File: src/hw/rtl/mbr_enc_pkg.sv
// types and constants shared by the mbr entry address encoder
// no dependencies
`default_nettype none

package mbr_enc_pkg;

    localparam int SECTOR_W    = 32;
    localparam int HPC_W       = 8;
    localparam int SPT_W       = 6;
    localparam int DISK_W      = 23;
    localparam int HALF_W      = DISK_W - 1;
    localparam int CHS_W       = 24;
    localparam int CYL_W       = 10;
    localparam int CFG_INDEX_W = 2;
    localparam int CFG_DATA_W  = 23;
    // quotient bits resolved per divider stage
    localparam int STEP_BITS   = 4;

    localparam logic [HPC_W-1:0]  RESET_HEADS = 8'd255;
    localparam logic [SPT_W-1:0]  RESET_SPT   = 6'd63;
    localparam logic [DISK_W-1:0] RESET_DISK  = 23'd0;

    typedef enum logic [CFG_INDEX_W-1:0] {
        CFG_HEADS = 2'd0,
        CFG_SPT   = 2'd1,
        CFG_DISK  = 2'd2
    } cfg_reg_t;

    typedef struct packed {
        logic [SECTOR_W-1:0] start_sector;
        logic [SECTOR_W-1:0] length_sectors;
        logic [SECTOR_W-1:0] current_boot_start;
    } item_t;

    typedef struct packed {
        logic [SECTOR_W-1:0] placed_start;
        logic [CHS_W-1:0]    start_chs;
        logic [CHS_W-1:0]    end_chs;
        logic [SECTOR_W-1:0] entry_length;
    } result_t;

    // one classified beat waiting between front and back
    typedef struct packed {
        logic [SECTOR_W-1:0] placed;
        logic [SECTOR_W-1:0] last;
        logic [SECTOR_W-1:0] length;
    } entry_t;

    // head in bits 7:0, sector and cylinder 9:8 in 15:8, cylinder 7:0 in 23:16
    function automatic logic [CHS_W-1:0] pack_chs(
        input logic [CYL_W-1:0] cyl,
        input logic [HPC_W-1:0] head,
        input logic [SPT_W-1:0] sec
    );
        pack_chs = {cyl[7:0], cyl[9:8], sec, head};
    endfunction

endpackage

`default_nettype wire

File: src/hw/rtl/mbr_enc_front.sv
// front end: takes item beats, applies the pivot shift, registers placed start
// depends on mbr_enc_pkg
`default_nettype none

module mbr_enc_front (
    input  wire logic                           clk,
    input  wire logic                           rst_n,
    input  wire logic                           item_valid,
    output logic                                item_ready,
    input  wire mbr_enc_pkg::item_t             item,
    input  wire logic [mbr_enc_pkg::DISK_W-1:0] disk_sectors,
    output logic                                wr_valid,
    input  wire logic                           wr_ready,
    output mbr_enc_pkg::entry_t                 wr_entry
);
    import mbr_enc_pkg::*;

    logic                front_valid_reg;
    logic                front_valid_next;
    logic [SECTOR_W-1:0] placed_reg;
    logic [SECTOR_W-1:0] length_reg;
    logic [SECTOR_W-1:0] half;
    logic [SECTOR_W-1:0] placed_next;
    logic                take;

    assign item_ready = !front_valid_reg || wr_ready;
    assign take       = item_valid && item_ready;

    assign half = {{(SECTOR_W - HALF_W){1'b0}}, disk_sectors[DISK_W-1:1]};

    always_comb
    begin
        if (item.current_boot_start < half)
        begin
            placed_next = item.start_sector + half;
        end
        else
        begin
            placed_next = item.start_sector;
        end
    end

    always_comb
    begin
        priority if (take)
        begin
            front_valid_next = 1'b1;
        end
        else if (wr_ready)
        begin
            front_valid_next = 1'b0;
        end
        else
        begin
            front_valid_next = front_valid_reg;
        end
    end

    always_ff @(posedge clk or negedge rst_n)
    begin
        if (!rst_n)
        begin
            front_valid_reg <= 1'b0;
        end
        else
        begin
            front_valid_reg <= front_valid_next;
        end
    end

    always_ff @(posedge clk)
    begin
        if (take)
        begin
            placed_reg <= placed_next;
            length_reg <= item.length_sectors;
        end
    end

    // last sector wraps modulo 2^32, also for zero length
    assign wr_valid        = front_valid_reg;
    assign wr_entry.placed = placed_reg;
    assign wr_entry.last   = placed_reg + length_reg - SECTOR_W'(1);
    assign wr_entry.length = length_reg;

endmodule

`default_nettype wire

File: config.mk
export PLATFORM = sky130hd
export DESIGN_NAME = mbr_enc_front
export DESIGN_NICKNAME = d
export VERILOG_FILES = /design/src/hw/rtl/mbr_enc_pkg.sv /design/src/hw/rtl/mbr_enc_front.sv
export SDC_FILE = /design/constraint.sdc
export NUM_CORES = 1
export LEC_CHECK = 0
export ABC_AREA = 1
export BUFFER_PORTS_ARGS = -buffer_cell sky130_fd_sc_hd__buf_2
export CORE_MARGIN = 2
export CORE_UTILIZATION = 54
export CTS_BUF_LIST = sky130_fd_sc_hd__clkbuf_4 sky130_fd_sc_hd__clkbuf_8 sky130_fd_sc_hd__clkbuf_16
export DETAILED_ROUTE_END_ITERATION = 8
export HOLD_SLACK_MARGIN = 0.03
export PLACE_DENSITY = 0.82
export SYNTH_ARGS = -nofsm -noshare
export SYNTH_HDL_FRONTEND = slang
export SYNTH_SLANG_ARGS = --single-unit
File: constraint.sdc
create_clock -name clk -period 5.15 [get_ports clk]
set_clock_uncertainty 0.2 [all_clocks]
set_input_delay 0.515 -clock clk [delete_from_list [all_inputs] [get_ports clk]]
set_output_delay 0.515 -clock clk [all_outputs]
set_load 0.03 [all_outputs]
* After elaboration in Yosys (flattened, before gate mapping) *
Index checks and enable logic that the tools add are counted.

storage, ports and cells
  register bits after elaboration = 65
  latch bits = 0
  bits in writable memories = 0
  ROM bits = 0
  bits of input ports = 123
  output and inout port bits = 98
  logic and storage cells = 14
  memories = 0

operators by class
  add/subtract/negate cells = 3
  $mul = 0
  div/mod/pow operators = 0
  order comparisons = 1
  equal/unequal tests = 0
  shift operators = 0
  mux-type cells = 3
  bitwise operators = 0
  reductions and logical operators = 4

operators by type and width
  cell                     number
  $add A32 B22 Y32         1
  $add A32 B32 Y32         1
  $lt A32 B22 Y1           1
  $mux W32                 1
  $sub A32 B1 Y32 const B  1
  $mux W1                  2
  $reduce_bool A2 Y1       1
  $logic_and A1 B1 Y1      1
  $logic_not A1 Y1         1
  $logic_or A1 B1 Y1       1

* Depth between registers and ports, before layout *
  depth in word-level cells = 4
  depth in mapped cells = 16
  gate-level depth less buffers = 16

* Least setup slack after synthesis *
No wires, ideal clock.

  path kind = register -> register
  from = reg front_valid_reg, in the netlist wr_valid
  to = reg length_reg[0] (enable)
  data arrival time = 3.676 ns
  required time = 4.443 ns
  slack = 0.767 ns
  stages on the path, launching flop included = 2
  clock period less this slack = 4.383 ns
  cells stage by stage = dfrtp_1 > a21oi_1

between the ends
  cells in the longest elaborated chain, start to end = 3

RTL lines
  item                    line                 source
  from (decl)             mbr_enc_front.sv:18  logic front_valid_reg;
  from (signal assigned)  mbr_enc_front.sv:67  front_valid_reg <= front_valid_next;
  $logic_not A1 Y1        mbr_enc_front.sv:26  assign item_ready = !front_valid_reg || wr_ready;
  $logic_or A1 B1 Y1      mbr_enc_front.sv:26
  $logic_and A1 B1 Y1     mbr_enc_front.sv:27  assign take = item_valid && item_ready;
  to (signal assigned)    mbr_enc_front.sv:76  length_reg <= item.length_sectors;
  to (decl)               mbr_enc_front.sv:21  logic [SECTOR_W-1:0] length_reg;

No other way between the ends.
A chain may end at the register's enable or synchronous reset.

==> impl_metrics.env <==
export IMPL_outcome="finished clean"
export IMPL_cp_required_ns=4.43
export IMPL_htree_levels=3
export IMPL_arrival_ns=2.88
export IMPL_cts_resized=0
export IMPL_muxShareOfSynthArea_pct=0
export IMPL_yosysSeqAreaShare_pct=24.9
export IMPL_post_route_period_util_pct=69.8
export IMPL_hold_viol_final=0
export IMPL_nets=1644
export IMPL_drc_errors=0
export IMPL_finalCriticalPeriod_ns=3.59
export IMPL_start_kind="flip-flop"
export IMPL_end_kind="output pin"
export IMPL_setup_viol=0
export IMPL_synth_adder_area_share_pct=17.1
export IMPL_initial_core_util_pct=55.7
export IMPL_detail_route_wl_per_cell_um=13.8
export IMPL_die_area_mm2=0.0155
export IMPL_clockBufferDepth=2
export IMPL_grt_pass1_wl_um=36000
export IMPL_path_clk_slew_ns=0.06
export IMPL_synth_cells=1189
export IMPL_worstPathMaxFanout=4
export IMPL_drv_slew=0
export IMPL_post_synth_xor_area_fraction_pct=4.03
export IMPL_grt_ovfl_total=0
export IMPL_layout_drive_gt1_share_pct=19.9
export IMPL_antenna_found_initial=1
export IMPL_num_vias=8143
export IMPL_totalNegativeSetupSlack_ns=0
export IMPL_p_leak_nw=5.54
export IMPL_ir_drop_mv=0.172
export IMPL_max_slew_margin_pct=45.3
export IMPL_clock_sinks=65
export IMPL_portBuffers=219
export IMPL_synth_seq_cells=65
export IMPL_cts_root_buf="clkbuf_16"
export IMPL_core_area_mm2=0.0140
export IMPL_crit_type="flip-flop to output pin"
export IMPL_viasPerCell=5.09
export IMPL_yosysUniqueCellTypes=41
export IMPL_wirelength_um=22100
export IMPL_dp_hpwl_um=18600
export IMPL_grt_pass1_vias=7861
export IMPL_ant_nets=0
export IMPL_powerDensity_mw_per_mm2=253
export IMPL_worst_pin_slew_ns=0.821
export IMPL_rows=43
export IMPL_mostFrequentLayoutCell="nand2_1"
export IMPL_rsz0062_at_grt="false"
export IMPL_hp_class="input pin to flip-flop"
export IMPL_drt_pass1_iter_count=6
export IMPL_syn_area_mm2=0.00783
export IMPL_max_freq_mhz=278
export IMPL_synth_nets=1418
export IMPL_cts_tree="yes"
export IMPL_design_portCount=221
export IMPL_synth_top_family_by_area="simple AND/OR/NAND/NOR gates"
export IMPL_area_delta_synth_final_pct=20.8
export IMPL_yosys_area_share_simple_pct=32.7
export IMPL_avgSynthCellArea_um2=6.58
export IMPL_drv_cap=0
export IMPL_fin_util_pct=67.3
export IMPL_yosys_warnings=0
export IMPL_fp_dieH_um=124
export IMPL_worstSkewPairLatency_ns=0.33
export IMPL_first_iter_violations=541
export IMPL_numCtsBuffers=9
export IMPL_grt_max_degree=65
export IMPL_grt_usage_pct=28.3
export IMPL_synth_compound_area_share_pct=7.00
export IMPL_die_w_um=124
export IMPL_final_cell_mix="376 x nand2_1, 276 x inv_1, 219 x buf_2, 104 x ha_1, 70 x nor2_1"
export IMPL_gp_congestion=0.940
-- synth_stat cells --
cell type,count,area share (%)
edfxtp_1,64,25
nor2_1,70,3.4
nor3_2,2,0.26
or2_1,1,0.080
nand2_1,376,18
o21ai_1,2,0.13
fa_1,2,0.51
nor3_4,1,0.21
a21oi_1,58,3.7
nand4_2,1,0.16
a31oi_1,1,0.080
o21ai_2,1,0.11
xor2_1,30,3.4
o211ai_1,2,0.19
inv_1,276,13
a21oi_2,2,0.22
a21o_1,6,0.58
nor2_2,10,0.80
nand3_2,4,0.51
nand4_1,17,1.4
nand2_2,15,1.2
o21bai_1,3,0.29
clkinv_1,2,0.096
nor4_1,2,0.16
ha_1,104,17
nor2_4,1,0.14
buf_6,3,0.43
nor3_1,13,0.83
and3_1,2,0.16
xnor2_1,6,0.67
or2_2,1,0.080
nand2_4,2,0.29
buf_4,1,0.096
inv_2,5,0.24
o21a_1,5,0.48
nand3_1,67,4.3
o21ai_0,19,1.2
dfrtp_1,1,0.32
buf_2,2,0.13
and2_1,4,0.32
nand3b_1,5,0.48
-- path summary, 6_finish.rpt --
| check | from | slack [ns] | cells after the start | end |
|---|---|---|---|---|
| setup / recovery | placed_reg[1] | 1.56 | 14 | wr_entry[59] |
| hold / removal | item[36] | 0.15 | 1 | length_reg[4] |
| setup reg to reg | wr_valid | 3.31 | 2 | placed_reg[20] |
| hold reg to reg | wr_valid | 0.42 | 2 | wr_valid |
| max in group asynchronous | rst_n | 4.37 | 2 | wr_valid |
| min in group asynchronous | rst_n | 0.29 | 2 | wr_valid |
-- repair_timing --
item,4_1_cts,5_1_grt
hold buffers,1,0
endpoints found under the hold margin,1,0
buffers inserted,0,0
-- routing by layer --
layer  vias up  track usage [%]  share of wire, %
li1       4168                -                 -
met1      3664             33.5                41
met2       270             52.3                51
met3        41             3.78               5.2
met4         0             9.25               2.7
met5         -                0                 0
-- power breakdown --
part / total, mW / internal, mW / switching [mW]
Clock: 0.662 / 0.430 / 0.231
Combinational: 1.09 / 0.351 / 0.738
Sequential: 0.636 / 0.619 / 0.0177
Total: 2.39 / 1.40 / 0.987
-- layout make-up --
type                            count  area, µm²
Antenna cell                        1       2.50
Clock buffer                       10        233
Clock inverter                      6       92.6
Fill cell                        1300       4590
Inverter                          283       1060
Multi-Input combinational cell    835       4780
Sequential cell                    65       1950
Tap cell                          180        225
Timing Repair Buffer              221       1110
-- stage by stage --
| step | hold slack, ns | std cells | setup WS (ns) | total power, mW | instance area, µm² |
|---|---|---|---|---|---|
| after global placement | 0.0906 | 1583 | 1.98 | 1.71 | 9110 |
| after floorplan | 0.0194 | 1189 | 0.767 | 1.42 | 7830 |
| after global routing | 0.142 | 1600 | 1.33 | 2.53 | 9450 |
| final | 0.153 | 1601 | 1.56 | 2.39 | 9450 |
| after CTS | 0.140 | 1600 | 1.56 | 2.39 | 9450 |
| after detailed placement | 0.0929 | 1583 | 1.93 | 1.72 | 9110 |
-- cell families (layout without fill, tap and decap cells) --
group                      count (synthesis)  in the layout
adders and majority gates                106            106
xor gates and xnor gates                  36             36
other                                      0              1
DFF                                       65             65
and+or+nand+nor                          594            594
buffers and inverters                    289            520
AOI/OAI and AO/OA                         99             99
-- worst max-delay path, cell delays in order, from the launching register on --
cell,delay (ns)
edfxtp_1,0.35
inv_1,0.07
ha_1,0.27
inv_1,0.04
ha_1,0.22
fa_1,0.43
nand3_1,0.12
nand2_2,0.09
nand3_1,0.10
nand2_2,0.08
a21oi_1,0.27
or2_1,0.17
nand3_1,0.06
nand2_1,0.08
buf_2,0.19
(Power assumes the default switching activity.)
