### src/hw/rtl/mbr_enc_pkg.sv
// types and constants shared by the mbr entry address encoder
// no dependencies
`default_nettype none

package mbr_enc_pkg;

    localparam int SECTOR_W    = 32;
    localparam int HPC_W       = 8;
    localparam int SPT_W       = 6;
    localparam int DISK_W      = 23;
    localparam int HALF_W      = DISK_W - 1;
    localparam int CHS_W       = 24;
    localparam int CYL_W       = 10;
    localparam int CFG_INDEX_W = 2;
    localparam int CFG_DATA_W  = 23;
    // quotient bits resolved per divider stage
    localparam int STEP_BITS   = 4;

    localparam logic [HPC_W-1:0]  RESET_HEADS = 8'd255;
    localparam logic [SPT_W-1:0]  RESET_SPT   = 6'd63;
    localparam logic [DISK_W-1:0] RESET_DISK  = 23'd0;

    typedef enum logic [CFG_INDEX_W-1:0] {
        CFG_HEADS = 2'd0,
        CFG_SPT   = 2'd1,
        CFG_DISK  = 2'd2
    } cfg_reg_t;

    typedef struct packed {
        logic [SECTOR_W-1:0] start_sector;
        logic [SECTOR_W-1:0] length_sectors;
        logic [SECTOR_W-1:0] current_boot_start;
    } item_t;

    typedef struct packed {
        logic [SECTOR_W-1:0] placed_start;
        logic [CHS_W-1:0]    start_chs;
        logic [CHS_W-1:0]    end_chs;
        logic [SECTOR_W-1:0] entry_length;
    } result_t;

    // one classified beat waiting between front and back
    typedef struct packed {
        logic [SECTOR_W-1:0] placed;
        logic [SECTOR_W-1:0] last;
        logic [SECTOR_W-1:0] length;
    } entry_t;

    // head in bits 7:0, sector and cylinder 9:8 in 15:8, cylinder 7:0 in 23:16
    function automatic logic [CHS_W-1:0] pack_chs(
        input logic [CYL_W-1:0] cyl,
        input logic [HPC_W-1:0] head,
        input logic [SPT_W-1:0] sec
    );
        pack_chs = {cyl[7:0], cyl[9:8], sec, head};
    endfunction

endpackage

`default_nettype wire

### src/hw/rtl/mbr_enc_divider.sv
// pipelined restoring divider, STEP_BITS quotient bits per stage, sideband carried along
// depends on mbr_enc_pkg
`default_nettype none

module mbr_enc_divider #(
    parameter int DIVIDEND_W = 32,
    parameter int DIVISOR_W  = 6,
    parameter int SIDE_W     = 1
) (
    input  wire logic                  clk,
    input  wire logic                  en,
    input  wire logic [DIVIDEND_W-1:0] dividend,
    input  wire logic [DIVISOR_W-1:0]  divisor,
    input  wire logic [SIDE_W-1:0]     side_in,
    output logic [DIVIDEND_W-1:0]      quotient,
    output logic [DIVISOR_W-1:0]       remainder,
    output logic [SIDE_W-1:0]          side_out
);
    import mbr_enc_pkg::*;

    localparam int STAGES = DIVIDEND_W / STEP_BITS;

    logic [DIVISOR_W-1:0]  rem_reg  [STAGES];
    logic [DIVIDEND_W-1:0] dq_reg   [STAGES];
    logic [SIDE_W-1:0]     side_reg [STAGES];

    for (genvar s = 0; s < STAGES; s++)
    begin : g_stage
        logic [DIVISOR_W-1:0]  rem_in;
        logic [DIVIDEND_W-1:0] dq_in;
        logic [SIDE_W-1:0]     side_stage;
        logic [DIVISOR_W-1:0]  rem_next;
        logic [DIVIDEND_W-1:0] dq_next;

        if (s == 0)
        begin : g_first
            assign rem_in     = '0;
            assign dq_in      = dividend;
            assign side_stage = side_in;
        end
        else
        begin : g_rest
            assign rem_in     = rem_reg[s-1];
            assign dq_in      = dq_reg[s-1];
            assign side_stage = side_reg[s-1];
        end

        // dividend bits shift out at the top, quotient bits shift in at the bottom
        always_comb
        begin : p_step
            logic [DIVISOR_W:0] ext;
            rem_next = rem_in;
            dq_next  = dq_in;
            for (int k = 0; k < STEP_BITS; k++)
            begin
                ext     = {rem_next, dq_next[DIVIDEND_W-1]};
                dq_next = {dq_next[DIVIDEND_W-2:0], 1'b0};
                if (ext >= {1'b0, divisor})
                begin
                    ext        = ext - {1'b0, divisor};
                    dq_next[0] = 1'b1;
                end
                rem_next = ext[DIVISOR_W-1:0];
            end
        end

        always_ff @(posedge clk)
        begin
            if (en)
            begin
                rem_reg[s]  <= rem_next;
                dq_reg[s]   <= dq_next;
                side_reg[s] <= side_stage;
            end
        end
    end

    assign quotient  = dq_reg[STAGES-1];
    assign remainder = rem_reg[STAGES-1];
    assign side_out  = side_reg[STAGES-1];

endmodule

`default_nettype wire

### src/hw/rtl/mbr_enc_back.sv
// back end: lba to packed chs for first and last sector, output register
// depends on mbr_enc_pkg, mbr_enc_divider
`default_nettype none

module mbr_enc_back (
    input  wire logic                          clk,
    input  wire logic                          rst_n,
    input  wire logic                          head_valid,
    input  wire mbr_enc_pkg::entry_t           head_entry,
    output logic                               pop,
    input  wire logic [mbr_enc_pkg::SPT_W-1:0] spt,
    input  wire logic [mbr_enc_pkg::HPC_W-1:0] hpc,
    output logic                               result_valid,
    input  wire logic                          result_ready,
    output mbr_enc_pkg::result_t               result
);
    import mbr_enc_pkg::*;

    localparam int DIV_STAGES = SECTOR_W / STEP_BITS;
    localparam int PIPE_LEN   = 2 * DIV_STAGES;
    localparam int SIDE1_W    = SECTOR_W;
    localparam int SIDE2F_W   = 2 * SECTOR_W + SPT_W;

    logic                advance;
    logic [PIPE_LEN-1:0] valid_reg;
    logic                out_valid_reg;
    result_t             result_reg;
    logic [SPT_W-1:0]    spt_eff;
    logic [HPC_W-1:0]    hpc_eff;

    // first divide: lba by sectors per track
    logic [SECTOR_W-1:0] q1_first;
    logic [SECTOR_W-1:0] q1_last;
    logic [SPT_W-1:0]    r1_first;
    logic [SPT_W-1:0]    r1_last;
    logic [SIDE1_W-1:0]  s1_first;
    logic [SIDE1_W-1:0]  s1_last;

    // second divide: track number by heads
    logic [SECTOR_W-1:0] q2_first;
    logic [SECTOR_W-1:0] q2_last;
    logic [HPC_W-1:0]    r2_first;
    logic [HPC_W-1:0]    r2_last;
    logic [SIDE2F_W-1:0] s2_first;
    logic [SPT_W-1:0]    s2_last;

    logic [SECTOR_W-1:0] fin_length;
    logic [SECTOR_W-1:0] fin_placed;
    logic [SPT_W-1:0]    fin_r1_first;

    // zero geometry acts as one
    assign spt_eff = (spt == '0) ? SPT_W'(1) : spt;
    assign hpc_eff = (hpc == '0) ? HPC_W'(1) : hpc;

    // whole pipe moves together unless the output beat is stuck
    assign advance = !out_valid_reg || result_ready;
    assign pop     = advance && head_valid;

    mbr_enc_divider #(
        .DIVIDEND_W (SECTOR_W),
        .DIVISOR_W  (SPT_W),
        .SIDE_W     (SIDE1_W)
    ) u_div1_first (
        .clk       (clk),
        .en        (advance),
        .dividend  (head_entry.placed),
        .divisor   (spt_eff),
        .side_in   (head_entry.length),
        .quotient  (q1_first),
        .remainder (r1_first),
        .side_out  (s1_first)
    );

    mbr_enc_divider #(
        .DIVIDEND_W (SECTOR_W),
        .DIVISOR_W  (SPT_W),
        .SIDE_W     (SIDE1_W)
    ) u_div1_last (
        .clk       (clk),
        .en        (advance),
        .dividend  (head_entry.last),
        .divisor   (spt_eff),
        .side_in   (head_entry.placed),
        .quotient  (q1_last),
        .remainder (r1_last),
        .side_out  (s1_last)
    );

    mbr_enc_divider #(
        .DIVIDEND_W (SECTOR_W),
        .DIVISOR_W  (HPC_W),
        .SIDE_W     (SIDE2F_W)
    ) u_div2_first (
        .clk       (clk),
        .en        (advance),
        .dividend  (q1_first),
        .divisor   (hpc_eff),
        .side_in   ({s1_first, s1_last, r1_first}),
        .quotient  (q2_first),
        .remainder (r2_first),
        .side_out  (s2_first)
    );

    mbr_enc_divider #(
        .DIVIDEND_W (SECTOR_W),
        .DIVISOR_W  (HPC_W),
        .SIDE_W     (SPT_W)
    ) u_div2_last (
        .clk       (clk),
        .en        (advance),
        .dividend  (q1_last),
        .divisor   (hpc_eff),
        .side_in   (r1_last),
        .quotient  (q2_last),
        .remainder (r2_last),
        .side_out  (s2_last)
    );

    assign {fin_length, fin_placed, fin_r1_first} = s2_first;

    always_ff @(posedge clk or negedge rst_n)
    begin
        if (!rst_n)
        begin
            valid_reg     <= '0;
            out_valid_reg <= 1'b0;
        end
        else if (advance)
        begin
            valid_reg     <= {valid_reg[PIPE_LEN-2:0], head_valid};
            out_valid_reg <= valid_reg[PIPE_LEN-1];
        end
    end

    // sector is the remainder plus one, cylinder keeps its low 10 bits
    always_ff @(posedge clk)
    begin
        if (advance)
        begin
            result_reg.placed_start <= fin_placed;
            result_reg.start_chs    <= pack_chs(q2_first[CYL_W-1:0], r2_first,
                                                fin_r1_first + SPT_W'(1));
            result_reg.end_chs      <= pack_chs(q2_last[CYL_W-1:0], r2_last,
                                                s2_last + SPT_W'(1));
            result_reg.entry_length <= fin_length;
        end
    end

    assign result_valid = out_valid_reg;
    assign result       = result_reg;

endmodule

`default_nettype wire

### config.mk
export PLATFORM = sky130hd
export DESIGN_NAME = mbr_enc_back
export DESIGN_NICKNAME = d
export VERILOG_FILES = /design/src/hw/rtl/mbr_enc_pkg.sv /design/src/hw/rtl/mbr_enc_divider.sv /design/src/hw/rtl/mbr_enc_back.sv
export SDC_FILE = /design/constraint.sdc
export NUM_CORES = 2
export LEC_CHECK = 0
export BUFFER_PORTS_ARGS = -buffer_cell sky130_fd_sc_hd__buf_4
export CAP_MARGIN = 20
export CORE_UTILIZATION = 57
export CTS_CLUSTER_DIAMETER = 30
export DETAILED_ROUTE_END_ITERATION = 6
export PLACE_DENSITY = 0.72
export SYNTH_ARGS = -nofsm -noshare
export SYNTH_HDL_FRONTEND = slang
export SYNTH_SLANG_ARGS = --single-unit
### constraint.sdc
create_clock -name clk -period 60.4 [get_ports clk]
set_input_delay 3.02 -clock clk [delete_from_list [all_inputs] [get_ports clk]]
set_output_delay 3.02 -clock clk [all_outputs]
set_load 0.02 [all_outputs]
Word level (Yosys, flattened, before mapping). Memory sizes are Yosys's and may differ from the RTL's. A register that Yosys moved wholly into a read port is not among the register bits. Index checks and enable logic that the tools add are counted. Widths: inputs -> output; s select.

Multiplexer cells: 260. Order comparisons: 128. Reduce and logical (&&, ||, !) cells: 5. $add $sub $neg: 130.

Operators by type and width (count): $ge 9x8->1 (62); $mux 8 (65); $sub 8x8->8 (62); $ge 7x6->1 (62); $mux 6 (65); $sub 6x6->6 (62); $mux 1 (130); $ge 1x8->1 (2); $sub 1x8->8 (2); $add 6x1->6 const B (2); $ge 1x6->1 (2); $sub 1x6->6 (2); $logic_not 8->1 (1); $logic_not 6->1 (1); $logic_and 1x1->1 (1); $logic_not 1->1 (1); $logic_or 1x1->1 (1).

Register bits after elaboration: 129. Memories: 12. Output and inout port bits: 114. Bits in writable memories: 2368.

Memory list: u_div2_first.side_reg (words 8, width 70, read ports 8, clocked after Yosys merged registers in 0, write ports 8, line mbr_enc_divider.sv:25) `logic [SIDE_W-1:0] side_reg [STAGES];`; u_div1_first.dq_reg (words 8, width 32, read ports 8, clocked after Yosys merged registers in 0, write ports 8, line mbr_enc_divider.sv:24) `logic [DIVIDEND_W-1:0] dq_reg [STAGES];`; u_div1_first.side_reg (words 8, width 32, read ports 8, clocked after Yosys merged registers in 0, write ports 8, line mbr_enc_divider.sv:25); u_div1_last.dq_reg (words 8, width 32, read ports 8, clocked after Yosys merged registers in 0, write ports 8, line mbr_enc_divider.sv:24); u_div1_last.side_reg (words 8, width 32, read ports 8, clocked after Yosys merged registers in 0, write ports 8, line mbr_enc_divider.sv:25); u_div2_first.dq_reg (words 8, width 32, read ports 8, clocked after Yosys merged registers in 1, write ports 8, line mbr_enc_divider.sv:24); +6 memories.

Logic depth before layout (Yosys ltp).
Depth in word-level cells: 10. Depth in mapped cells: 46.

By module. From an unflattened synthesis, not the netlist that was laid out.

Cells, all modules: 8639. Area, all modules: 122114.6 um2.

Modules (own cells, without submodules): mbr_enc_divider (u_div2_first) (area an instance 39367.8 um2, times used 1, cells each 2588); mbr_enc_divider (u_div1_last) (area an instance 27194.8 um2, times used 1, cells each 1914); mbr_enc_divider (u_div1_first) (area an instance 26894.5 um2, times used 1, cells each 1866); mbr_enc_divider (u_div2_last) (area an instance 24385.9 um2, times used 1, cells each 2085); mbr_enc_back (area an instance 4271.6 um2, times used 1, cells each 186).

Least setup slack after synthesis. No wires, ideal clock.

Kind: in2out. Start: in result_ready. End: out pop. Slack: -7591 ps. Stages: 4. Path buffers: 2. Arrival time: 64971 ps. Cells stage by stage: nand2b_1 -> clkbuf_1 -> clkbuf_1 -> and2_1.

Cells in the longest elaborated chain, start to end: 2.

RTL lines: start: declaration (line mbr_enc_back.sv:14) `input wire logic result_ready,`; $logic_or 1x1->1 (line mbr_enc_back.sv:56) `assign advance = !out_valid_reg || result_ready;`; $logic_and 1x1->1 (line mbr_enc_back.sv:57) `assign pop = advance && head_valid;`; end: declaration (line mbr_enc_back.sv:10) `output logic pop,`.

No other way between the ends.

==> reports/metrics.cfg <==
[place]
hpwlAfterDp_mm=148
io_buffers=227
place_congestion=0.913

[die]
io_pins=228
die_area_sq_mm=0.194
die_width_um=440
rows=160
start_util_pct=57.4
die_height_um=440
core_area_sq_mm=0.190

[clock_tree]
numCtsBuffers=384
postCtsSetupRepairBufs=0
post_cts_resized=0
ctsHoldBuffers=0
cts_htree_levels=5
cts.sinks=2133
cts_tree=built
clock-root-buffer=clkbuf_16
clk_latency_ns=0.94
clk_pin_slew_ns=0.05
cts.path.max_buffers=4

[timing]
finalSetupTns_ns=0
hold_violations=0
post-route-period-util_pct=23.9
slew-limit-headroom_pct=26.1
clock_skew_ns=0.107
finalMaxSlewViolations=0
rsz0062_at_grt=false
finalCriticalPeriod_ns=14.42
fmax_ghz=0.0694
tightest_slew_ns=1.11
setup_viol=0

[logic_synthesis]
yosysWarnings=0
netlist_area_sq_mm=0.109
ys_top_cells_by_count=2116 x edfxtp_1, 878 x ha_1, 579 x inv_1
synth_top_cell_by_area=edfxtp_1
ys_seq_elements=2133
synthCells=8230
yosysMostFrequentCell=edfxtp_1
synth_edf_count=2116
seq_area_frac_synth_pct=58.5
synth_fp_nets=9346
yosys.area.top_type_share_pct=58.1
synth_ff_type=edfxtp_1
syn_avg_cell_area_sq_um=13.3
ys_async_sr_fraction_pct=0.797
yosys-top-cells-area=edfxtp_1 58%, ha_1 10%, mux2_2 2.8%, fa_1 2.3%, xnor2_1 2.1%
synth_cell_types=97

[flow_run]
max_cap_viol_count=0

[hold_path]
hp-class=flop to flop

[setup_path]
critical-path-top-delay-family=compound AO/OA/AOI/OAI gates
cp.buffers_inverters=7
crit_path_start_kind=input pin
path_max_fanout=22
slowest_stage=or4_1
crit_type=input pin to flop
cp.arrival_ns=15.02
required_ns=61.00
cpPeakStageDelay_ns=0.68
endpoint_kind=flop
cp_common_cell=o21ai_0
r2r_setup_slack_ns=50.07

[finish]
layout-drive-gt1-share_pct=14.6
largest_reg_flops=560
nNetsFinal=9965
seq_area_sq_mm=0.0640
area_growth_pct=16.3
num-fill-cells=13300
utilization_pct=66.8
multi_input_comb_area_sq_mm=0.0429

[global_routing]
grt_pass1_vias=66700
antenna_found_initial=7
grtUsageTotal_pct=22.6
grt_max_degree=201
grt_pass1_wl_mm=350
gr-total-overflow=0

[drt]
drt_iter0_drc=4314
routed_wl_mm=220
route.detailed.wl_per_inst_um=18.8
drc_errors=0
dr.pass1.iters=7
vias=67500
ant_nets=0
viasPerCell=5.79

[outcome]
status=completed

## cell usage in the layout, fill, tap and decap left out, types with 162 or more instances in the layout
cell	Yosys	layout
a21oi_1	369	369
buf_4	0	297
clkbuf_16	0	388
edfxtp_1	2116	2116
ha_1	878	878
inv_1	579	566
mux2_2	268	268
nand2_1	438	438
nor2_1	447	447
nor2b_1	177	177
o21a_1	172	172
o21ai_0	399	399
xnor2_1	260	260
xor2_1	162	162
## final cells by class
cell class                      count  area share, %
Sequential cell                  2133           50.3
Multi-Input combinational cell   5434           33.7
Clock buffer                      417           7.72
Tap cell                         2511           2.47
Clock inverter                    270           2.20
Timing Repair Buffer              306           1.87
Inverter                          590           1.75
Antenna cell                        2        0.00393
## layer usage
metal / share of wire (%) / track usage (%) / vias up
met1: 45 / 30.7 / 32400
li1: - / - / 32700
met2: 47 / 36.6 / 1859
met4: 3.3 / 8.79 / 0
met5: 0 / 0 / -
met3: 5.3 / 3.38 / 500
## per-stage QoR
step           instance area [sq um]  cells  setup WS (ns)  hold slack (ns)
6_report                      127000  11700          45.98            0.367
5_1_grt                       127000  11700          45.33            0.364
4_1_cts                       127000  11700          46.16            0.362
3_5_place_dp                  115000  11000          45.25            0.405
3_3_place_gp                  115000  11000          45.62            0.400
2_1_floorplan                 109000   8230          25.63            0.400
## final timing paths
| check | start | to | depth (start not counted) |
|---|---|---|---|
| worst min-delay path | u_div2_first.side_reg[0][118]$_DFFE_PN_ | u_div2_first.side_reg[0][188]$_DFFE_PN_ | 0 |
| min in group asynchronous | rst_n | valid_reg[7]$_DFFE_PN0N_ | 1 |
| worst min register to register | u_div2_first.side_reg[0][118]$_DFFE_PN_ | u_div2_first.side_reg[0][188]$_DFFE_PN_ | 0 |
| max in group asynchronous | rst_n | valid_reg[14]$_DFFE_PN0N_ | 1 |
| worst max-delay path | hpc[5] | u_div2_last.rem_reg[4][7]$_DFFE_PN_ | 44 |
| worst max register to register | u_div2_first.rem_reg[6][3]$_DFFE_PN_ | u_div2_first.rem_reg[7][5]$_DFFE_PN_ | 36 |
## cell families (layout without fill, tap and decap cells)
| logic type | count (synthesis) | in the layout | share of synthesized area (%) |
|---|---|---|---|
| flip-flops | 2133 | 2133 | 58.5 |
| AND/OR/NAND/NOR | 1833 | 1833 | 8.46 |
| AO/OA/AOI/OAI | 1766 | 1766 | 11.0 |
| adder cells (fa/ha/maj) | 1002 | 1002 | 12.3 |
| buffers and inverters | 663 | 1583 | 2.30 |
| XOR/XNOR | 422 | 422 | 3.38 |
| multiplexers | 411 | 411 | 4.07 |
| other | 0 | 2 | 0 |
Power is left out: the tool's default activity adds up to more than one toggle a clock period on the data nets, which glitch-free logic cannot reach.
