`src/hw/rtl/mbr_enc_pkg.sv`:
```
// types and constants shared by the mbr entry address encoder
// no dependencies
`default_nettype none

package mbr_enc_pkg;

    localparam int SECTOR_W    = 32;
    localparam int HPC_W       = 8;
    localparam int SPT_W       = 6;
    localparam int DISK_W      = 23;
    localparam int HALF_W      = DISK_W - 1;
    localparam int CHS_W       = 24;
    localparam int CYL_W       = 10;
    localparam int CFG_INDEX_W = 2;
    localparam int CFG_DATA_W  = 23;
    // quotient bits resolved per divider stage
    localparam int STEP_BITS   = 4;

    localparam logic [HPC_W-1:0]  RESET_HEADS = 8'd255;
    localparam logic [SPT_W-1:0]  RESET_SPT   = 6'd63;
    localparam logic [DISK_W-1:0] RESET_DISK  = 23'd0;

    typedef enum logic [CFG_INDEX_W-1:0] {
        CFG_HEADS = 2'd0,
        CFG_SPT   = 2'd1,
        CFG_DISK  = 2'd2
    } cfg_reg_t;

    typedef struct packed {
        logic [SECTOR_W-1:0] start_sector;
        logic [SECTOR_W-1:0] length_sectors;
        logic [SECTOR_W-1:0] current_boot_start;
    } item_t;

    typedef struct packed {
        logic [SECTOR_W-1:0] placed_start;
        logic [CHS_W-1:0]    start_chs;
        logic [CHS_W-1:0]    end_chs;
        logic [SECTOR_W-1:0] entry_length;
    } result_t;

    // one classified beat waiting between front and back
    typedef struct packed {
        logic [SECTOR_W-1:0] placed;
        logic [SECTOR_W-1:0] last;
        logic [SECTOR_W-1:0] length;
    } entry_t;

    // head in bits 7:0, sector and cylinder 9:8 in 15:8, cylinder 7:0 in 23:16
    function automatic logic [CHS_W-1:0] pack_chs(
        input logic [CYL_W-1:0] cyl,
        input logic [HPC_W-1:0] head,
        input logic [SPT_W-1:0] sec
    );
        pack_chs = {cyl[7:0], cyl[9:8], sec, head};
    endfunction

endpackage

`default_nettype wire

```
`src/hw/rtl/mbr_enc_queue.sv`:
```
// short fifo between the front end and the chs back end
// depends on mbr_enc_pkg
`default_nettype none

module mbr_enc_queue #(
    parameter int DEPTH = 4
) (
    input  wire logic                clk,
    input  wire logic                rst_n,
    input  wire logic                wr_valid,
    output logic                     wr_ready,
    input  wire mbr_enc_pkg::entry_t wr_entry,
    input  wire logic                pop,
    output logic                     head_valid,
    output mbr_enc_pkg::entry_t      head_entry
);
    import mbr_enc_pkg::*;

    localparam int PTR_W   = $clog2(DEPTH);
    localparam int COUNT_W = $clog2(DEPTH + 1);

    entry_t             store [DEPTH];
    logic [PTR_W-1:0]   wr_ptr_reg;
    logic [PTR_W-1:0]   wr_ptr_next;
    logic [PTR_W-1:0]   rd_ptr_reg;
    logic [PTR_W-1:0]   rd_ptr_next;
    logic [COUNT_W-1:0] count_reg;
    logic [COUNT_W-1:0] count_next;
    logic               push;
    logic               do_pop;

    assign wr_ready   = (count_reg != COUNT_W'(DEPTH));
    assign head_valid = (count_reg != '0);
    assign head_entry = store[rd_ptr_reg];
    assign push       = wr_valid && wr_ready;
    assign do_pop     = pop && head_valid;

    always_comb
    begin
        wr_ptr_next = wr_ptr_reg;
        rd_ptr_next = rd_ptr_reg;
        count_next  = count_reg;
        if (push)
        begin
            wr_ptr_next = (wr_ptr_reg == PTR_W'(DEPTH - 1)) ? '0 : wr_ptr_reg + PTR_W'(1);
        end
        if (do_pop)
        begin
            rd_ptr_next = (rd_ptr_reg == PTR_W'(DEPTH - 1)) ? '0 : rd_ptr_reg + PTR_W'(1);
        end
        if (push && !do_pop)
        begin
            count_next = count_reg + COUNT_W'(1);
        end
        else if (do_pop && !push)
        begin
            count_next = count_reg - COUNT_W'(1);
        end
    end

    always_ff @(posedge clk or negedge rst_n)
    begin
        if (!rst_n)
        begin
            wr_ptr_reg <= '0;
            rd_ptr_reg <= '0;
            count_reg  <= '0;
        end
        else
        begin
            wr_ptr_reg <= wr_ptr_next;
            rd_ptr_reg <= rd_ptr_next;
            count_reg  <= count_next;
        end
    end

    always_ff @(posedge clk)
    begin
        if (push)
        begin
            store[wr_ptr_reg] <= wr_entry;
        end
    end

endmodule

`default_nettype wire

```
`config.mk`:
```
export PLATFORM = sky130hd
export DESIGN_NAME = mbr_enc_queue
export DESIGN_NICKNAME = d
export VERILOG_FILES = /design/src/hw/rtl/mbr_enc_pkg.sv /design/src/hw/rtl/mbr_enc_queue.sv
export SDC_FILE = /design/constraint.sdc
export NUM_CORES = 1
export LEC_CHECK = 0
export BUFFER_PORTS_ARGS = -buffer_cell sky130_fd_sc_hd__buf_2
export CAP_MARGIN = 10
export CORE_MARGIN = 1.5
export CORE_UTILIZATION = 45
export DETAILED_ROUTE_END_ITERATION = 6
export SETUP_SLACK_MARGIN = 0.1
export SLEW_MARGIN = 20
export SYNTH_ARGS = -nofsm -noshare
export SYNTH_HDL_FRONTEND = slang
export SYNTH_SLANG_ARGS = --single-unit
```
`constraint.sdc`:
```
create_clock -name clk -period 6.09 [get_ports clk]
set_input_delay 1.218 -clock clk [delete_from_list [all_inputs] [get_ports clk]]
set_output_delay 1.218 -clock clk [all_outputs]
set_load 0.005 [all_outputs]
```
# --- Yosys cells after proc, flatten, opt, wreduce, memory -nomap -nowiden ---
# Memory sizes are Yosys's and may differ from the RTL's.
# Index checks and enable logic that the tools add are counted.
# Widths: inputs -> output; s select.
word_totals:
  regBits: 7
  ramBits: 384
  input_bits: 100
  out_inout_bits: 98
  elab_cells: 25
  memories: 1
op_classes:
  n_addsub: 4
  eq_ne: 3
  n_mux: 6
  reduce_logical: 8
memory_table:
  columns: ["memory", "words", "word_bits", "rd", "rd_clocked_by_memory_dff", "wr", "line", "rtl"]
  rows:
  - ["store", 4, 96, 1, 0, 1, "mbr_enc_queue.sv:22", "entry_t store [DEPTH];"]
ops:
  columns: ["cell", "count"]
  rows:
  - ["$mux 3", 2]
  - ["$add 2x1->2 const B", 2]
  - ["$eq 2x2->1 const B", 2]
  - ["$logic_and 1x1->1", 4]
  - ["$mux 2", 2]
  - ["$add 3x1->3 const B", 1]
  - ["$ne 3x3->1 const B", 1]
  - ["$reduce_bool 3->1", 1]
  - ["$sub 3x1->3 const B", 1]
  - ["$logic_not 1->1", 2]
  - ["$mux 1", 2]
  - ["$reduce_bool 2->1", 1]

# --- Longest topological paths before layout ---
# Gate-level depths: netlist of the first run.
depth:
  depth_word: 6
  depth_mapped: 8
  depth_no_buf: 8

# --- Worst setup path before layout of the first run ---
# Ideal clock, no wire load.
synth_timing:
  path_kind: "input-to-reg"
  start: "input port wr_valid"
  end: "memory store[0][0] in the netlist's numbering, enable pin"
  setup_time_ns: 0.466
  t_arrival_ns: 3.841
  required_time_ns: 5.624
  slack_ns: 1.783
  stages: 2
  n_path_buf: 0
  path_cell_list: "a21boi_1 and2_1"
synth_between:
  elab_chain_cells: 3
synth_rtl:
  columns: ["item", "line", "rtl"]
  rows:
  - ["start: declaration", "mbr_enc_queue.sv:10", "input wire logic wr_valid,"]
  - ["$logic_and 1x1->1", "mbr_enc_queue.sv:35", "assign push = wr_valid && wr_ready;"]
  - ["$mux 1", "mbr_enc_queue.sv:79", "if (push)"]
  - ["$mux 1 (not written as such)", "mbr_enc_queue.sv:81", "store[wr_ptr_reg] <= wr_entry;"]
  - ["end: declaration", "mbr_enc_queue.sv:22", null]
# Every way passes these cells.

==> results of run 1 <==
[kinds of logic (layout without fill, tap and decap cells)]
| family | Yosys count | count (layout) | synth area share |
|---|---|---|---|
| DFF | 391 | 391 | 0.8201 |
| adders and majority gates | 7 | 7 | 0.006661 |
| AOI/OAI and AO/OA | 1 | 1 | 0.0005261 |
| muxes | 101 | 101 | 0.1554 |
| buffers and inverters | 25 | 281 | 0.01174 |
| xor gates and xnor gates | 3 | 3 | 0.001841 |
| other | 0 | 4 | 0 |
| and+or+nand+nor | 11 | 11 | 0.003769 |
[critical path, delay by kind of cell, from the launching register on]
kind,cells,cell delay [ns]
mux,1,0.59
buf+inv,2,0.60
flops,1,1.05
[cell usage in the layout, fill, tap and decap left out, types with 2 or more instances in the layout]
cell and n:
clkinv_1 5, mux2_2 5, inv_1 3, ha_1 6
bufinv_16 2, nor2_1 4, buf_2 197, dfrtp_1 5
and2_4 4, clkinv_2 6, edfxtp_1 384, xor2_1 2
inv_6 2, nand2_1 2, dfrtp_4 2, clkbuf_1 13
mux4_2 96, diode_2 4, clkbuf_16 41, buf_4 9
[synthesized netlist by cell type]
cell / n / area, sq um
buf_12: 1 / 20.02
a21boi_1: 1 / 7.510
buf_4: 6 / 45.04
edfxtp_1: 384 / 11530
or3_1: 1 / 6.260
mux2_2: 5 / 56.30
buf_6: 2 / 22.52
dfrtp_1: 7 / 175.2
inv_1: 3 / 11.26
mux4_2: 96 / 2162
clkbuf_1: 5 / 18.77
ha_1: 6 / 75.07
and2_1: 4 / 25.02
buf_8: 1 / 15.01
fa_1: 1 / 20.02
xor2_1: 2 / 17.52
xnor2_1: 1 / 8.760
nand2_1: 2 / 7.510
nor2_1: 4 / 15.01
buf_2: 7 / 35.03
[per-stage QoR]
stage / hold slack, ns / util
floorplan: 0.4751 / -
global placement: 0.4907 / 0.5005
detailed placement: 0.5145 / 0.5005
CTS: 0.5228 / 0.5395
global route: 0.5343 / 0.5396
finish: 0.5238 / 0.5398
[layer usage]
metal  vias up  share of wire  track usage
met1      3320           0.39       0.1927
met3        31          0.060      0.04354
li1       2781              -            -
met2       157           0.53       0.2929
met5         -        0.00027            0
met4         2          0.020      0.04767
[worst paths after layout]
| path | from | to | slack (ns) | depth (start not counted) |
|---|---|---|---|---|
| setup / recovery | rd_ptr_reg[0]$_DFFE_PN0P_ | head_entry[76] | 2.02 | 3 |
| hold / removal | count_reg[2]$_DFFE_PN0P_ | count_reg[2]$_DFFE_PN0P_ | 0.52 | 1 |
| setup reg to reg | count_reg[0]$_DFFE_PN0P_ | store[2][63]$_DFFE_PP_ | 3.34 | 4 |
| hold reg to reg | count_reg[2]$_DFFE_PN0P_ | count_reg[2]$_DFFE_PN0P_ | 0.52 | 1 |
| max in group asynchronous | rst_n | rd_ptr_reg[0]$_DFFE_PN0P_ | 5.36 | 1 |
| min in group asynchronous | rst_n | count_reg[1]$_DFFE_PN0P_ | 0.54 | 1 |
[cell type report]
cell class | count | area (sq um) | share of cell area
inverters | 3 | 11.26 | 0.0006646
well taps | 402 | 503.0 | 0.02968
diodes | 4 | 10.01 | 0.0005907
clock inverters | 16 | 133.9 | 0.007901
clock buffers | 55 | 1089 | 0.06424
flip-flops and latches | 391 | 11710 | 0.6913
repair buffers | 207 | 1074 | 0.06335
multi-input cells | 123 | 2411 | 0.1423
[power by group]
part	internal, mW	total (mW)	switching, mW	leakage (nW)
Clock	1.34	2.26	0.921	0.597
Sequential	3.56	3.84	0.286	3.60
Combinational	1.06	2.02	0.962	1.56
==> metrics, run 1 <==
P&R area growth vs syn=18.70%; Pleak=5.758 nW; measured slew at the worst slew-check pin=0.9525 ns; kind of critical path=register to primary output; Max-slew headroom=0.3650; Seq/Total Area, Yosys=0.8201; total CTS buffers=40; Final ANT Viol Nets=0; routability cong.=0.7138; row count=65; RSZ-0062 raised after global routing=false; DIE AREA=0.03280 sq mm; pin count of the biggest net entering global routing=56; pre-CTS WS=2.449 ns; drt via density=5.238; clk_lat worst skew=0.51 ns; Period Utilization, post-route=0.6681; final hold violations=0; Core ar.=0.03139 sq mm; max FFs per register=384; Longest Clk Path Bufs=3; slowest cell on the critical path=dfrtp_4; Max Fanout on Critical Path=55; Mapped Area=0.01427 sq mm; Placed Cells=1126; Worst Setup Start Kind=register; initial antenna violation count=5; Critical Path RT=4.87 ns; register bit total from synthesis=391; setup tns final=0 ns; global-route wire length before repair=40510 um; Min Clock Period, post-route=4.069 ns; critical-path cell list=buf_12 -> mux4_2 -> buf_2; layout cell share with drive strength beyond 1=0.4616; final worst slack=2.021 ns; clock slew at reported path FFs=0.05 ns; CTS Sinks=391; global route total overflow=0; Initial Util=0.4547; Filler cells=2433; Max Cap Viol=0; DRC viols=0; IO Pins=198; TritonCTS clock tree=done; Syn. warnings=0; first drt pass iteration count=4; chip width=181.1 um; post-CTS sizing=0; # Post-CTS Setup Buffers=0; Finished Layout Cells=1201; peak supply drop=264.8 uV; Arrival @ worst endpoint=2.85 ns; Root Driver=clkbuf_16; DIE HEIGHT=181.1 um; nets@finish=873; H-tree level count=2; Post-Route WL=25990 um; Final setup violation count=0; Crit path largest cell delay=1.05 ns; outcome=finished, final reports clean; Pwr Density=479.0 mW/mm^2; drt wl/cell=21.64 um; hold-fix buffer count after cts=0; Post-Syn Instances=539; Netlist cell types=20; via count=6291; initial DRC count=377; Pwr Total=8.116 mW; Final Instance Area=0.01695 sq mm; Post-Syn Nets=646; Final HPWL DP=15620 um; IO buf count=197; Slew Limit Fails=0; fmax=245.8 MHz; vias in the first global route=7133; Worst setup EP type=primary output; Placed Area=0.01571 sq mm; Clock Skews=0.008393 ns; Mean Syn Cell Area=26.48 sq um; GRT Resource Usage Total=0.1631; Hold Crit Class=register to register
(Power assumes the default switching activity.)
==> run 2: changes to the inputs <==
- clock period: 6.09 -> 4.3 ns (I/O delays scaled with it)
==> run 2 against run 1 <==
  * Sequential cell count is the same
  * Worst setup slack lost 1.0 ns
  * Routed wire length grew 1.2%
  * Total power grew 45%
  * Register-to-register slack lost 1.4 ns
  * Final area grew 0.81%
  * Clock-buffer cell count shrank 1
  * Clock skew grew 0.012 ns
  * Combinational power grew 53%
  * Largest power group unchanged
==> metrics, run 2 (synthesized netlist as in run 1, its figures left out) <==
IO buf count=197 (unchanged); clock slew at reported path FFs=0.06 ns (about the same); multi-input logic area=0.002411 sq mm (unchanged); Crit path largest cell delay=0.90 ns (-0.15 ns); hold-fix buffer count after cts=0 (unchanged); Final HPWL DP=15710 um (+0.59%); DRC viols=0 (unchanged); Hold Crit Class=input pin to async pin; Pwr Total=11.75 mW (+45%); kind of critical path=register to primary output; Initial Util=0.4547 (unchanged); H-tree level count=2 (unchanged); Post-Route WL=26300 um (+1.2%); # Post-CTS Setup Buffers=0 (unchanged); nets@finish=875 (+0.23%); global-route wire length before repair=40600 um (+0.22%); Arrival @ worst endpoint=2.43 ns (-0.42 ns); Final ANT Viol Nets=0 (unchanged); Clock Skews=0.02008 ns (+0.01169 ns); IO Pins=198 (unchanged); Filler cells=2371 (-2.5%); final hold violations=0 (unchanged); Critical Path RT=3.44 ns (-1.43 ns); Worst Setup Start Kind=register; chip width=181.1 um (unchanged); DIE HEIGHT=181.1 um (unchanged); origin of the worst setup path=rd_ptr_reg[1]$_DFFE_PN0P_; RSZ-0062 raised after global routing=false; max FFs per register=384 (unchanged); drt via density=5.288 (+0.96%); Max Cap Viol=0 (unchanged); fmax=304.3 MHz; Max-slew headroom=0.5079 (+0.1430); clk_lat worst skew=0.52 ns (about the same); Longest Clk Path Bufs=3 (unchanged); total CTS buffers=41 (+2.5%); global route total overflow=0 (unchanged); TritonCTS clock tree=done; Final setup violation count=0 (unchanged); R2R Path Start=count_reg[0]$_DFFE_PN0P_; row count=65 (unchanged); Pleak=5.804 nW (+0.80%); Period Utilization, post-route=0.7642; leading cell type in the layout, fill and taps excluded=edfxtp_1; critical-path cell list=buf_12 -> mux4_2 -> buf_2; peak supply drop=402.3 uV (+52%); reg-to-reg slack, setup=1.95 ns (-1.39 ns); via count=6346 (+0.87%); CTS Sinks=391 (unchanged); DIE AREA=0.03280 sq mm (unchanged); Final Util=0.5442 (+0.004384); outcome=finished, final reports clean; FF-to-FF End=store[3][86]$_DFFE_PP_; Worst setup EP type=primary output; Pwr Density=687.8 mW/mm^2 (+44%); GRT Resource Usage Total=0.1622 (-0.0008912); initial antenna violation count=3 (-2); post-CTS sizing=0 (unchanged); slowest cell on the critical path=dfrtp_4; Slew Limit Fails=0 (unchanged); pre-CTS WS=1.493 ns (-0.9560 ns); measured slew at the worst slew-check pin=0.7381 ns (-0.2144 ns); pin count of the biggest net entering global routing=55 (-1.8%); most frequent cells in the layout=edfxtp_1 (384), buf_2 (197), mux4_2 (96); routability cong.=0.7364 (+3.2%); vias in the first global route=6942 (-2.7%); P&R area growth vs syn=19.67%; worst reg-to-reg path cell count=4 (unchanged); layout cell share with drive strength beyond 1=0.4598 (-0.001836); initial DRC count=422 (+12%); Root Driver=clkbuf_16; drt wl/cell=21.92 um (+1.3%); first drt pass iteration count=4 (unchanged); Max Fanout on Critical Path=53 (-3.6%); Core ar.=0.03139 sq mm (unchanged); final worst slack=1.014 ns (-1.007 ns); register area=0.01171 sq mm (unchanged); worst setup path endpoint=head_entry[28]; Min Clock Period, post-route=3.286 ns; setup tns final=0 ns (unchanged)
[run 2: cell count changes in the layout (fill, tap and decap cells not counted), sizes merged]
| cell | before | now |
|---|---|---|
| bufinv | 2 | 4 |
| diode | 4 | 2 |
| buf | 207 | 208 |
| clkbuf | 55 | 54 |
| clkinv | 11 | 10 |
[run 2: cell type report]
cell class | instances | share of cell area
sequential | 391 | 0.6857
timing repair buffer | 208 | 0.06768
antenna | 2 | 0.0002930
multi-input combinational | 123 | 0.1411
clock inverter | 17 | 0.01099
inverter | 3 | 0.0006592
tap | 402 | 0.02944
clock buffer | 54 | 0.06409
[run 2: through the flow]
step / cell area [sq um] / hold WS (ns) / instances
3_5_place_dp: 15800 / 0.5369 / 1127
6_report: 17080 / 0.1846 / 1200
4_1_cts: 17080 / 0.1663 / 1198
3_3_place_gp: 15800 / 0.5046 / 1127
5_1_grt: 17080 / 0.1711 / 1198
2_1_floorplan: 14270 / 0.4751 / 539
[run 2: how the worst min path moves through the flow]
stage	slack (ns)	start	to	cells past startpoint
floorplan	0.48	count_reg[2]$_DFFE_PN0P_	count_reg[2]$_DFFE_PN0P_	1
global route	0.17	rst_n	count_reg[0]$_DFFE_PN0P_	1
finish	0.18	rst_n	count_reg[0]$_DFFE_PN0P_	1
detailed placement	0.54	count_reg[2]$_DFFE_PN0P_	count_reg[2]$_DFFE_PN0P_	1
global placement	0.50	count_reg[2]$_DFFE_PN0P_	count_reg[2]$_DFFE_PN0P_	1
CTS	0.17	rst_n	count_reg[0]$_DFFE_PN0P_	1
[run 2: worst max-delay path: cells and delay by family (launching register included)]
kind / cells / cell delay, ns
buffers and inverters: 2 / 0.54
flip-flops: 1 / 0.90
multiplexers: 1 / 0.41
[run 2: routing by layer]
layer | GRT usage | up-vias | share of wire
li1 | - | 2782 | -
met1 | 0.2043 | 3349 | 0.41
met2 | 0.2798 | 173 | 0.52
met3 | 0.04031 | 40 | 0.053
met4 | 0.04733 | 2 | 0.020
met5 | 0 | - | 0.00065
[run 2: power breakdown]
| part | switching [mW] | internal (mW) | leakage (nW) |
|---|---|---|---|
| clock | 1.33 | 2.02 | 0.617 |
| combinational | 1.54 | 1.55 | 1.59 |
| sequential | 0.272 | 5.03 | 3.60 |
| total | 3.14 | 8.61 | 5.80 |
